--- src/sv/bos_pkg.sv ---
// bos_pkg: shared constants, types and the outline function of the
// bitmap outline shadow block; no dependencies
`timescale 1ns / 1ps

package bos_pkg;

  localparam int WORD_BITS = 32;

  // result queue
  localparam int QUEUE_DEPTH = 4;
  localparam int QUEUE_AW    = $clog2(QUEUE_DEPTH);
  localparam int QUEUE_CW    = $clog2(QUEUE_DEPTH + 1);

  typedef logic [WORD_BITS-1:0] word_t;

  // edge pixels of a neighbouring word: row above, current row, row below
  typedef struct packed {
    logic up;
    logic cur;
    logic down;
  } nbr_t;

  typedef struct packed {
    word_t black_out;
    logic  line_end;
  } result_t;

  // horizontal 3-wide dilation of one row with its edge neighbours
  function automatic word_t spread_row(word_t w, logic left, logic right);
    word_t r;
    r = w | (w << 1) | (w >> 1);
    r[WORD_BITS-1] = r[WORD_BITS-1] | left;
    r[0] = r[0] | right;
    return r;
  endfunction

  // black OR (3x3 dilation of white AND NOT current white)
  function automatic word_t outline_word(word_t up, word_t cur, word_t down,
                                         word_t black, nbr_t left, nbr_t right);
    word_t dil;
    dil = spread_row(up, left.up, right.up)
        | spread_row(cur, left.cur, right.cur)
        | spread_row(down, left.down, right.down);
    return black | (dil & ~cur);
  endfunction

endpackage

--- src/sv/bos_if.sv ---
// bos_in_if / bos_out_if: valid/ready channels of the outline block
// depends on bos_pkg for the word width
`timescale 1ns / 1ps

interface bos_in_if;
  logic               valid;
  logic               ready;
  bos_pkg::word_t     white_above;
  bos_pkg::word_t     white_current;
  bos_pkg::word_t     white_below;
  bos_pkg::word_t     black_current;
  logic               above_present;
  logic               first_word;
  logic               last_word;

  modport source (output valid, white_above, white_current, white_below,
                  black_current, above_present, first_word, last_word,
                  input ready);
  modport sink   (input valid, white_above, white_current, white_below,
                  black_current, above_present, first_word, last_word,
                  output ready);
endinterface

interface bos_out_if;
  logic               valid;
  logic               ready;
  bos_pkg::word_t     black_out;
  logic               line_end;

  modport source (output valid, black_out, line_end, input ready);
  modport sink   (input valid, black_out, line_end, output ready);
endinterface

--- src/sv/bitmap_outline_shadow.sv ---
// bitmap_outline_shadow: draws a one-pixel dark outline around white overlay
// pixels; depends on bos_pkg and the channel interfaces in bos_if.sv
`timescale 1ns / 1ps

// Takes one overlay word per clock (white above/current/below plus black) and
// returns black OR the 3x3 dilation of white outside current white, leftmost
// pixel in the MSB. A word's result needs its right-hand neighbour, so output
// lags input by one word; the last word of a line releases two results, and
// a first_word arriving while a word is held closes the open line first.
// Results pass through a 4-entry queue, one result per clock while the
// sink is ready; pix_in.ready is high while two or more entries are free,
// so with the sink taking every cycle the block accepts one item per clock.
module bitmap_outline_shadow (
  input  logic      clk,
  input  logic      rst,
  bos_in_if.sink    pix_in,
  bos_out_if.source pix_out
);

  // word waiting for its right-hand neighbour
  bos_pkg::word_t held_up;
  bos_pkg::word_t held_cur;
  bos_pkg::word_t held_down;
  bos_pkg::word_t held_black;
  bos_pkg::nbr_t  left_bits;
  logic           held_valid;

  // result queue
  bos_pkg::result_t                  queue [bos_pkg::QUEUE_DEPTH];
  logic [bos_pkg::QUEUE_AW-1:0]      wr_ptr;
  logic [bos_pkg::QUEUE_AW-1:0]      rd_ptr;
  logic [bos_pkg::QUEUE_CW-1:0]      count;
  logic [bos_pkg::QUEUE_CW-1:0]      count_next;

  logic             take;
  logic             pop;
  logic             flush;
  logic             cont;
  logic             push0;
  logic             push1;
  bos_pkg::word_t   up_in;
  bos_pkg::nbr_t    new_top;
  bos_pkg::nbr_t    right_held;
  bos_pkg::nbr_t    left_new;
  bos_pkg::result_t res_held;
  bos_pkg::result_t res_new;
  bos_pkg::result_t slot0;

  assign pix_in.ready = count <= bos_pkg::QUEUE_CW'(bos_pkg::QUEUE_DEPTH - 2);
  assign take         = pix_in.valid && pix_in.ready;
  assign pop          = pix_out.valid && pix_out.ready;

  assign flush = held_valid && pix_in.first_word;
  assign cont  = held_valid && !pix_in.first_word;
  assign up_in = pix_in.above_present ? pix_in.white_above : '0;

  always_comb begin
    new_top.up   = up_in[bos_pkg::WORD_BITS-1];
    new_top.cur  = pix_in.white_current[bos_pkg::WORD_BITS-1];
    new_top.down = pix_in.white_below[bos_pkg::WORD_BITS-1];
    right_held   = flush ? '0 : new_top;
    left_new     = '0;
    if (cont) begin
      left_new.up   = held_up[0];
      left_new.cur  = held_cur[0];
      left_new.down = held_down[0];
    end
    res_held.black_out = bos_pkg::outline_word(held_up, held_cur, held_down,
                                               held_black, left_bits, right_held);
    res_held.line_end  = flush;
    res_new.black_out  = bos_pkg::outline_word(up_in, pix_in.white_current,
                                               pix_in.white_below,
                                               pix_in.black_current,
                                               left_new, '0);
    res_new.line_end   = 1'b1;
    slot0 = held_valid ? res_held : res_new;
  end

  assign push0 = take && (held_valid || pix_in.last_word);
  assign push1 = take && held_valid && pix_in.last_word;

  always_ff @(posedge clk) begin
    if (rst) begin
      held_valid <= 1'b0;
      left_bits  <= '0;
    end else if (take) begin
      held_valid <= !pix_in.last_word;
      left_bits  <= pix_in.last_word ? '0 : left_new;
    end
  end

  always_ff @(posedge clk) begin
    if (take) begin
      held_up    <= up_in;
      held_cur   <= pix_in.white_current;
      held_down  <= pix_in.white_below;
      held_black <= pix_in.black_current;
    end
  end

  // queue storage: up to two writes per transfer, results in order
  always_ff @(posedge clk) begin
    if (push0) begin
      queue[wr_ptr] <= slot0;
    end
    if (push1) begin
      queue[wr_ptr + 1'b1] <= res_new;
    end
  end

  always_comb begin
    count_next = count + bos_pkg::QUEUE_CW'(push0) + bos_pkg::QUEUE_CW'(push1)
               - bos_pkg::QUEUE_CW'(pop);
  end

  always_ff @(posedge clk) begin
    if (rst) begin
      wr_ptr <= '0;
      rd_ptr <= '0;
      count  <= '0;
    end else begin
      wr_ptr <= wr_ptr + bos_pkg::QUEUE_AW'(push0) + bos_pkg::QUEUE_AW'(push1);
      rd_ptr <= rd_ptr + bos_pkg::QUEUE_AW'(pop);
      count  <= count_next;
    end
  end

  assign pix_out.valid     = count != '0;
  assign pix_out.black_out = queue[rd_ptr].black_out;
  assign pix_out.line_end  = queue[rd_ptr].line_end;

endmodule

--- src/flat_wrapper.sv ---
// flat-port wrapper written by rule: the top's interface ports become plain ports
module bitmap_outline_shadow_flat 
  (clk, rst, pix_in_valid, pix_in_white_above, pix_in_white_current, pix_in_white_below, pix_in_black_current, pix_in_above_present, pix_in_first_word, pix_in_last_word, pix_in_ready, pix_out_valid, pix_out_black_out, pix_out_line_end, pix_out_ready);
  bos_in_if pix_in_i ();
  bos_out_if pix_out_i ();
  input  logic clk;
  input  logic rst;
  input wire logic [$bits(pix_in_i.valid)-1:0] pix_in_valid;
  input wire logic [$bits(pix_in_i.white_above)-1:0] pix_in_white_above;
  input wire logic [$bits(pix_in_i.white_current)-1:0] pix_in_white_current;
  input wire logic [$bits(pix_in_i.white_below)-1:0] pix_in_white_below;
  input wire logic [$bits(pix_in_i.black_current)-1:0] pix_in_black_current;
  input wire logic [$bits(pix_in_i.above_present)-1:0] pix_in_above_present;
  input wire logic [$bits(pix_in_i.first_word)-1:0] pix_in_first_word;
  input wire logic [$bits(pix_in_i.last_word)-1:0] pix_in_last_word;
  output wire logic [$bits(pix_in_i.ready)-1:0] pix_in_ready;
  output wire logic [$bits(pix_out_i.valid)-1:0] pix_out_valid;
  output wire logic [$bits(pix_out_i.black_out)-1:0] pix_out_black_out;
  output wire logic [$bits(pix_out_i.line_end)-1:0] pix_out_line_end;
  input wire logic [$bits(pix_out_i.ready)-1:0] pix_out_ready;
  assign pix_in_i.valid = pix_in_valid;
  assign pix_in_i.white_above = pix_in_white_above;
  assign pix_in_i.white_current = pix_in_white_current;
  assign pix_in_i.white_below = pix_in_white_below;
  assign pix_in_i.black_current = pix_in_black_current;
  assign pix_in_i.above_present = pix_in_above_present;
  assign pix_in_i.first_word = pix_in_first_word;
  assign pix_in_i.last_word = pix_in_last_word;
  assign pix_in_ready = pix_in_i.ready;
  assign pix_out_valid = pix_out_i.valid;
  assign pix_out_black_out = pix_out_i.black_out;
  assign pix_out_line_end = pix_out_i.line_end;
  assign pix_out_i.ready = pix_out_ready;
  bitmap_outline_shadow u_core (.clk(clk), .rst(rst), .pix_in(pix_in_i), .pix_out(pix_out_i));
endmodule
--- config.mk ---
export PLATFORM = sky130hd
export DESIGN_NAME = bitmap_outline_shadow_flat
export DESIGN_NICKNAME = d
export VERILOG_FILES = /design/src/sv/bos_pkg.sv /design/src/sv/bos_if.sv /design/src/sv/bitmap_outline_shadow.sv /design/src/flat_wrapper.sv
export SDC_FILE = /design/constraint.sdc
export NUM_CORES = 1
export LEC_CHECK = 0
export BUFFER_PORTS_ARGS = -buffer_cell sky130_fd_sc_hd__buf_2
export CORE_MARGIN = 2
export CORE_UTILIZATION = 62
export CTS_CLUSTER_SIZE = 10
export DETAILED_ROUTE_END_ITERATION = 12
export PLACE_DENSITY = 0.84
export SLEW_MARGIN = 10
export SYNTH_ARGS = -nofsm -noshare
export SYNTH_HDL_FRONTEND = slang
export SYNTH_SLANG_ARGS = --single-unit
--- constraint.sdc ---
create_clock -name clk -period 7.72 [get_ports clk]
set_input_delay 1.158 -clock clk [delete_from_list [all_inputs] [get_ports clk]]
set_output_delay 1.158 -clock clk [all_outputs]
set_load 0.01 [all_outputs]
# After elaboration in Yosys (flattened, before gate mapping)
# Memories as Yosys holds them, arrays and structs flattened. A register that Yosys moved wholly into a read port is not among the register bits.
# Index checks and enable logic that the tools add are counted.
# totals
reg_bits,139
ram_bits,132
input_bits,135
out_inout_bits,35
elab_cells,72
mem_count,1
# memory_table
name,words,width,rd,rd_clocked_by_memory_dff,wr,line,text
u_core.queue,4,33,1,1,2,bitmap_outline_shadow.sv:29,bos_pkg::result_t queue [bos_pkg::QUEUE_DEPTH];
# classes
n_addsub,7
magnitude_cmp,1
muxes,10
n_bitwise,31
n_reduce_logical,11
# ops
op,n
OR 32 bit,12
OR 32 x 31 -> 32 bit,6
AND 32 bit,2
inverter 32 bit,2
two-way mux 33 bit,1
two-way mux 32 bit,1
two-way mux 3 bit,3
OR 1 bit,9
logical AND 1 bit,7
adder 2 x 1 -> 2 bit,3
adder 3 x 1 -> 3 bit,2
two-way mux 1 bit,4
"<= comparator 3 x 2 -> 1 bit, second input constant",1
nonzero test 3 bit,1
subtractor 3 x 1 -> 3 bit,1
"adder 2 x 1 -> 2 bit, second input constant",1
zero test 1 bit,2
two-way mux 2 bit,1
logical OR 1 bit,1

# Longest topological paths before layout
# Gate-level depths: netlist of run 1.
# depth
word_depth,9
ltp_mapped,13
mapped_depth_nobuf,11

# Worst setup path after synthesis of run 1
# No wires, ideal clock.
# synth_path
path_kind,input to register
startpoint,input port pix_in_valid
endpoint,register u_core.count[1] in the netlist's numbering
setup_ns,0.128
arrival_time_ns,4.372
t_required_ns,7.592
path_slack_ns,3.220
stages,10
cell_sequence,buf_2 -> o21ai_2 -> inv_2 -> buf_6 -> buf_2 -> nand2_1 -> inv_1 -> fa_1 -> fa_1 -> nor2b_1
# synth_between
elab_chain_len,5
elab_cells_between_ends,7
# synth_rtl
element,line,text
"start, declared",flat_wrapper.sv:8,input wire logic [$bits(pix_in_i.valid)-1:0] pix_in_valid;
logical AND 1 bit (*),bitmap_outline_shadow.sv:50,assign take = pix_in.valid && pix_in.ready;
"logical AND 1 bit, on equally long branches","bitmap_outline_shadow.sv:79, bitmap_outline_shadow.sv:80",
adder 3 x 1 -> 3 bit / logical AND 1 bit (equally long branches),"bitmap_outline_shadow.sv:112, bitmap_outline_shadow.sv:80",
adder 3 x 1 -> 3 bit (*),bitmap_outline_shadow.sv:112,count_next = count + bos_pkg::QUEUE_CW'(push0) + bos_pkg::QUEUE_CW'(push1)
subtractor 3 x 1 -> 3 bit (*),bitmap_outline_shadow.sv:113,- bos_pkg::QUEUE_CW'(pop);
"via u_core.count_next, one bit",bitmap_outline_shadow.sv:33,logic [bos_pkg::QUEUE_CW-1:0] count_next;
"end signal, assigned",bitmap_outline_shadow.sv:124,count <= count_next;
"end, declared",bitmap_outline_shadow.sv:32,logic [bos_pkg::QUEUE_CW-1:0] count;
# The timed path passes the listed nets; every way through them passes the cells marked *.
# A chain may end at the register's enable or synchronous reset.

==> results of run 1 <==
## worst register-to-register path, cell delays in order (launching register included)
cell and delay, ps:
dfxtp_1 430, inv_1 70, ha_1 320, o21ai_2 380
inv_6 270, nand3_2 630, clkinv_1 700, buf_4 470
o211ai_1 150, o21ai_0 120
## cell type report
| type | count | area, um^2 |
|---|---|---|
| clock buffers | 45 | 828 |
| clock inverters | 2 | 27.5 |
| fillers | 1472 | 6130 |
| inverters | 35 | 136 |
| multi-input cells | 687 | 5530 |
| flip-flops and latches | 271 | 7990 |
| well taps | 280 | 350 |
| repair buffers | 186 | 973 |
## stage by stage
stage | utilization, % | setup WS (ps)
floorplan | - | 3220
global placement | 68.2 | 3640
detailed placement | 68.2 | 3510
CTS | 72.1 | 3940
global route | 72.1 | 3660
finish | 72.1 | 3920
## cells in the final DEF (no fill, tap or decap), types with 11 or more instances in the layout
master,count
o211ai_1,11
a41o_1,27
mux4_2,33
o21ai_0,13
nand3_1,15
a211oi_1,14
nand2_1,31
nor3_1,36
o32ai_1,93
buf_2,169
clkbuf_1,14
nor2_1,95
nor2b_1,58
edfxtp_1,256
clkbuf_16,31
nand2b_1,15
o32ai_2,13
buf_4,17
a211o_1,16
dfxtp_1,12
a41oi_1,27
and2_1,34
and3b_1,25
inv_1,32
a22oi_1,19
## state kept, by name, summed over array words and instances, names as in the netlist
register and count:
u_core.held_black 32, u_core.count 3, u_core.wr_ptr 2, u_core.left_bits 3, u_core.held_cur 32, u_core.held_valid 1, u_core.held_up 32, u_core.held_down 32
u_core.rd_ptr 2, u_core.queue 132
## worst paths after layout
kind | start | end
min | u_core.left_bits[1] | u_core.left_bits[1]
min reg2reg | u_core.left_bits[1] | u_core.left_bits[1]
max | u_core.count[2] | u_core.queue[1][2]
max reg2reg | u_core.count[2] | u_core.queue[1][2]
## cells in the mapped netlist (all sizes together) (19+ instances only)
cell type	n	area share (%)
nor3	36	1.3
clkbuf	38	1.0
nor2b	58	2.6
mux4	33	5.3
a22oi	19	1.0
inv	34	0.92
nor2	95	2.6
buf	27	1.3
a41oi	29	1.9
and3b	25	1.6
nand2	32	0.92
edfxtp	256	55
and2	34	1.5
o32ai	106	7.4
a41o	27	1.9
## kinds of logic after synthesis
group / count (synthesis) / synth area share, %
DFF: 271 / 57.3
buffers and inverters: 100 / 3.23
xor gates and xnor gates: 3 / 0.189
adders and majority gates: 7 / 0.772
AOI/OAI and AO/OA: 305 / 19.8
and+or+nand+nor: 339 / 13.3
muxes: 33 / 5.33
## metal layers
layer | vias to the layer above | share of wire, % | global-route usage, %
met1 | 5099 | 39 | 40.2
li1 | 4689 | - | -
met2 | 677 | 48 | 47.6
met3 | 106 | 9.3 | 4.48
met4 | 0 | 3.6 | 10.9
met5 | - | 0 | 0
## power by group
group | leakage [nW] | switching, mW | internal [mW]
logic | 2.83 | 0.640 | 0.414
clock network | 0.408 | 0.541 | 0.732
registers | 2.57 | 0.135 | 1.93
==> impl_metrics.ini, run 1 <==
[run_status]
status = finished, final reports clean

[layout]
fin_nets = 1353
layoutNonFillerInstCount = 1506
num_antenna_cells = 0
area_growth_pct = 13.7
drive_gt1_share_pct = 24.5
stdcell_area_um2 = 15800

[timing]
grt_setup_unrepaired = no
period_needed_ps = 3800
drv_slew = 0
hold_slack_ps = 458
skew_ps = 10.4
tns_ps = 0
worst_slew_pin_slew_ps = 1040
max_freq_mhz = 263
setup_viol = 0
timing.final.crit_share_pct = 49.2
final-hold-violation-count = 0
max_slew_margin_pct = 30.5

[power]
pwr_density_cell_nw_per_um2 = 277
power_leakage_nw = 5.81
power_mw = 4.39
vdd_drop_max_uv = 207

[grt]
grt_max_degree = 83
grt_pass1_wl_um = 54900
antenna_found_initial = 0
grtUsageTotal_pct = 29.1
grt_overflow = 0
grt_pass1_vias = 10300

[min_path]
holdCritPathClass = register to register
hold-path-cell-count = 2

[die]
floorplan.initialDensity_pct = 63.4
die_h_um = 154
row_count = 54
die_width_um = 154
dieArea_um2 = 23700
ios = 170
core_area_um2 = 22000

[clock_tree]
cts_buffers = 31
post_cts_buffers = 0
cts_sinks = 271
clockBufferDepth = 3
postCtsHoldBufs = 0
root_buffer = clkbuf_16
clkTransAtPathRegs_ps = 60
insertion_delay_ps = 560
cts_resized = 0
cts_tree = done
htreeDepth = 1

[synthesis]
synthFlopType = edfxtp_1
syn_nets = 1199
synth-seq-cells = 271
synth_area_per_cell_um2 = 13.2
synth_cell_types = 69
synth-edff-count = 256
synth_cells = 1058
ys_seq_area_share_pct = 57.3
netlist_area_um2 = 13900
synth-async-reset-ratio_pct = 0
ys.warnings.count = 0

[setup_path]
arrival_ps = 4090
crit_required_ps = 8010
worstSetupStartpointType = register
worstSetupEndpointType = register
crit_buf_inv = 4
cp_top_family = buffers and inverters
reg2regPathDepth = 9
crit_slowest_cell = clkinv_1
crit_type = register to register
crit_chain = inv_1 > ha_1 > o21ai_2 > inv_6 > nand3_2 > clkinv_1 > buf_4 > o211ai_1 > o21ai_0
cp_max_fo = 67
slowest_delay_ps = 700
rrSetupSlack_ps = 3920
path_depth = 9

[placed_design]
gp_congestion = 0.839
port_buffers = 169
placed_cells = 1459
dpl-instance-area_um2 = 15000
hpwl_um = 22200

[routing]
vias = 10600
dr.pass1.iters = 5
vias_per_cell = 7.02
drtAntennaViolNets = 0
wirelength_um = 34800
wl_per_cell_um = 23.1
drtIter0Drc = 1155
drc = 0

[run]
cap_viol_max_count = 0
(Power assumes the default switching activity.)
==> inputs of run 2 (changes only) <==
- CORE_UTILIZATION: 62 -> 53
- PLACE_DENSITY: 0.84 -> 0.77
- clock period: 7.72 -> 3.4 ns (I/O delays scaled with it)
==> run 2 against run 1 <==
  * Critical path type unchanged
  * Non-clock buffer count up 17
  * Critical path depth up 2
  * Die area up 17%
  * Sequential power up 120%
  * Combinational power up 140%
  * Sequential share of layout area down 0.77 points
  * Clock skew down 1.3 ps
  * Worst hold slack worse by 300 ps
==> impl_metrics.ini, run 2 (synthesized netlist as in run 1, its figures left out) <==
[run_status]
status = finished, final reports clean

[power]
p_comb_share_pct = 24.9
power_frac_seq_pct = 45.9
switching_share_pct = 29.9
p_clk_share_pct = 29.2
power_leakage_nw = 5.91
pwr_density_cell_nw_per_um2 = 627
vdd_drop_max_uv = 382
switchingPower_mw = 3.02
power_mw = 10.1
internal_power_mw = 7.06

[setup_path]
r2r-end = u_core.count[2]
cp_max_fo = 9
crit_required_ps = 3830
slowest_delay_ps = 420
crit_chain = inv_1 > ha_1 > inv_1 > a211oi_4 > inv_2 > ha_1 > inv_1 > fa_1 > fa_1 > xor2_1 > nor2_1
worstSetupStartpointType = register
worstSetupEndpointType = register
reg2regPathDepth = 11
crit_slowest_cell = fa_1
rrSetupSlack_ps = 290
arrival_ps = 3540
regToRegStartpoint = u_core.count[1]
crit_type = register to register
crit_top_cell = inv_1

[clock_tree]
cts_tree = done
clkTransAtPathRegs_ps = 60
root_buffer = clkbuf_16
cts_sinks = 271
post_cts_buffers = 0
cts_resized = 0
clockBufferDepth = 3
postCtsHoldBufs = 0
htreeDepth = 1
cts_buffers = 31
insertion_delay_ps = 550

[timing]
setup_viol = 0
tns_ps = 0
max_freq_mhz = 322
final-hold-violation-count = 0
skew_ps = 9.07
setup_ws_ps = 293
period_needed_ps = 3110
drv_slew = 0
timing.final.crit_share_pct = 91.4
worst_slew_pin_slew_ps = 932
grt_setup_unrepaired = no
max_slew_margin_pct = 37.9

[run]
cap_viol_max_count = 0

[die]
ios = 170
floorplan.initialDensity_pct = 53.8
dieArea_um2 = 27600
die_width_um = 166
row_count = 59
die_h_um = 166
core_area_um2 = 25900

[layout]
num_antenna_cells = 0
multiInputGateArea_um2 = 5530
ff_latch_area_um2 = 7990
drive_gt1_share_pct = 25.2
final_cell_mix = edfxtp_1, buf_2, nor2_1, o32ai_1, nor2b_1
area_growth_pct = 15.4
final_common_cell = edfxtp_1
layoutNonFillerInstCount = 1588
largest_reg_flops = 132
fin_nets = 1370
n_fill_cell = 2010
stdcell_area_um2 = 16100
top_register = u_core.queue

[grt]
grtUsageTotal_pct = 24.8
antenna_found_initial = 0
grt_overflow = 0
grt_max_degree = 61
grt_pass1_wl_um = 54800
grt_pass1_vias = 10200

[routing]
drc = 0
wl_per_cell_um = 22.2
drtIter0Drc = 1146
drtAntennaViolNets = 0
vias_per_cell = 6.60
dr.pass1.iters = 7
vias = 10500
wirelength_um = 35300

[placed_design]
gp_congestion = 0.910
hpwl_um = 23200
placed_cells = 1531
dpl-instance-area_um2 = 15200
place_ws_ps = 336
port_buffers = 169

[min_path]
hold-path-cell-count = 1
hold_end = u_core.held_down[9]
min-delay-start = pix_in_white_below[9]
holdCritPathClass = input port to register
run 2: area by class of cell:
class / count / area share [%]
inverters: 35 / 0.848
repair buffers: 203 / 7.00
clock inverters: 1 / 0.0545
clock buffers: 56 / 5.41
well taps: 335 / 2.61
multi-input cells: 687 / 34.4
flip-flops and latches: 271 / 49.7
run 2: critical path: cells and delay by family (launching register included):
kind	cells	cell delay, ps
AO/OA/AOI/OAI	1	370
XOR/XNOR	1	160
adder cells (fa/ha/maj)	4	1530
buffers and inverters	4	570
flip-flops	1	330
AND/OR/NAND/NOR	1	50
run 2: how the worst max path moves through the flow:
| stage | startpoint | endpoint | cells after the start |
|---|---|---|---|
| after floorplan | u_core.count[1] | u_core.count[1] | 12 |
| after global placement | u_core.count[1] | u_core.count[2] | 11 |
| after detailed placement | u_core.count[1] | u_core.count[2] | 11 |
| after CTS | u_core.count[1] | u_core.count[2] | 11 |
| after global routing | u_core.count[1] | u_core.count[2] | 11 |
| final | u_core.count[1] | u_core.count[2] | 11 |
run 2: layer usage:
metal	wire length (um)	GRT usage (%)	vias to the layer above
met5	0	0	-
li1	-	-	4719
met3	3090	3.67	80
met1	14500	35.3	5122
met2	16700	39.4	559
met4	963	8.51	0
run 2: power by group through the flow:
stage	combinational, mW	sequential (mW)	clock, mW
2_1_floorplan	1.68	4.57	0
5_1_grt	2.71	4.68	3.10
6_report	2.51	4.63	2.94
3_3_place_gp	2.46	4.66	0
4_1_cts	2.51	4.63	2.97
3_5_place_dp	2.50	4.69	0
run 2: metrics by stage:
stage / hold WS [ps] / utilization, %
6_report: 155 / 62.0
5_1_grt: 136 / 62.0
4_1_cts: 133 / 62.0
3_5_place_dp: 450 / 58.7
3_3_place_gp: 442 / 58.7
2_1_floorplan: 431 / -
==> inputs of run 3 (changes only) <==
- clock period: 3.4 -> 2.5 ns (I/O delays scaled with it)
==> run 3 against run 2 <==
  * Largest cell class unchanged
  * Routed wire length rose by 2.5%
  * Utilization is 1.2 points higher
  * Clock skew is 1.9 ps higher
  * Worst hold slack got worse by 130 ps
  * Fmax grew 26%
==> impl_metrics.ini, run 3 (synthesized netlist as in run 1, its figures left out) <==
[run_status]
status = finished, final reports clean

[grt]
grt_overflow = 0
grtUsageTotal_pct = 25.8
grt_pass1_wl_um = 56900
grt_pass1_vias = 10400
antenna_found_initial = 0
grt_max_degree = 62

[routing]
vias = 10600
wirelength_um = 36200
drc = 0
drtIter0Drc = 1215
dr.pass1.iters = 6
drtAntennaViolNets = 0
wl_per_cell_um = 22.5
vias_per_cell = 6.56

[placed_design]
gp_congestion = 0.878
hpwl_um = 24400
port_buffers = 169
placed_cells = 1563

[setup_path]
crit_required_ps = 2980
cp_max_fo = 4
worstSetupStartpointType = register
crit_type = register to register
arrival_ps = 2950
worstSetupEndpointType = register

[layout]
final_cell_mix = edfxtp_1, buf_2, nor2_1, o32ai_1, buf_4
fin_nets = 1402
drive_gt1_share_pct = 28.2
num_antenna_cells = 0
layoutNonFillerInstCount = 1611
postLayoutCoreUtil_pct = 63.2
final_common_cell = edfxtp_1
area_growth_pct = 17.5
top_register = u_core.queue
n_fill_cell = 1965
largest_reg_flops = 132

[timing]
skew_ps = 11.0
setup_viol = 0
grt_setup_unrepaired = yes
tns_ps = 0
period_needed_ps = 2460
max_freq_mhz = 406
max_slew_margin_pct = 44.6
drv_slew = 0
hold_slack_ps = 21.3
timing.final.crit_share_pct = 98.5
final-hold-violation-count = 0
worst_slew_pin_slew_ps = 824

[power]
vdd_drop_max_uv = 646
power_leakage_nw = 6.07
power_mw = 13.8
pwr_density_cell_nw_per_um2 = 844

[clock_tree]
root_buffer = clkbuf_16
clockBufferDepth = 3
cts_sinks = 271
cts_buffers = 31
htreeDepth = 1
cts_tree = done
insertion_delay_ps = 550
postCtsHoldBufs = 0
clkTransAtPathRegs_ps = 60

[die]
floorplan.initialDensity_pct = 53.8
core_area_um2 = 25900
ios = 170
row_count = 59
dieArea_um2 = 27600
die_width_um = 166
die_h_um = 166

[min_path]
holdCritPathClass = input port to register

[run]
cap_viol_max_count = 0
-- run 3: changes by cell type in the layout (fill, tap and decap cells not counted), moves of 4 or more --
| cell | previous run | this run |
|---|---|---|
| inv_1 | 32 | 27 |
| clkbuf_1 | 25 | 14 |
| buf_12 | 2 | 6 |
| buf_4 | 32 | 60 |
| inv_2 | 1 | 6 |
-- run 3: path summary, 6_finish.rpt --
kind | startpoint | end | slack [ps] | cells past startpoint
max reg2reg | u_core.count[1] | u_core.count[1] | 40 | 8
min | pix_in_white_below[9] | u_core.held_down[9] | 20 | 1
max | u_core.count[1] | u_core.count[1] | 40 | 8
min reg2reg | u_core.left_bits[2] | u_core.left_bits[2] | 460 | 2
-- run 3: critical path, stage by stage (launching register included) --
cell and delay (ps):
dfxtp_2 350, or3b_4 410, a211oi_4 250, inv_2 90, ha_4 280, inv_2 40, fa_2 340, fa_2 530
nor2b_1 110
-- run 3: cell type report --
class / instances / area (um^2) / share of cell area [%]
sequential: 271 / 7990 / 48.8
clock inverter: 2 / 7.51 / 0.0458
timing repair buffer: 235 / 1420 / 8.65
inverter: 35 / 136 / 0.833
tap: 335 / 419 / 2.56
clock buffer: 46 / 842 / 5.14
multi-input combinational: 687 / 5560 / 34.0
-- run 3: power breakdown --
| group | switching [mW] | total, mW | leakage [nW] | internal [mW] |
|---|---|---|---|---|
| logic | 2.19 | 3.64 | 3.09 | 1.46 |
| clock network | 1.67 | 3.94 | 0.409 | 2.27 |
| registers | 0.284 | 6.23 | 2.57 | 5.95 |
| total | 4.14 | 13.8 | 6.07 | 9.68 |
-- run 3: stage by stage --
stage               worst slack [ps]  cell area [um^2]
floorplan                      -66.7             14000
global placement                 150             15500
detailed placement              77.0             15500
CTS                             39.1             16400
global route                   -20.4             16400
finish                          37.5             16400
-- run 3: per-layer routing --
layer  routed length (um)  track usage [%]
met5                    0                0
met4                 1110             9.22
met3                 2780             4.03
met2                17700             42.7
met1                14600             35.1
-- run 3: what timing repair did --
item                       in CTS  in global routing
setup endpoints to repair       0                  1
buffers inserted                0                  0
resized for setup               0                  2
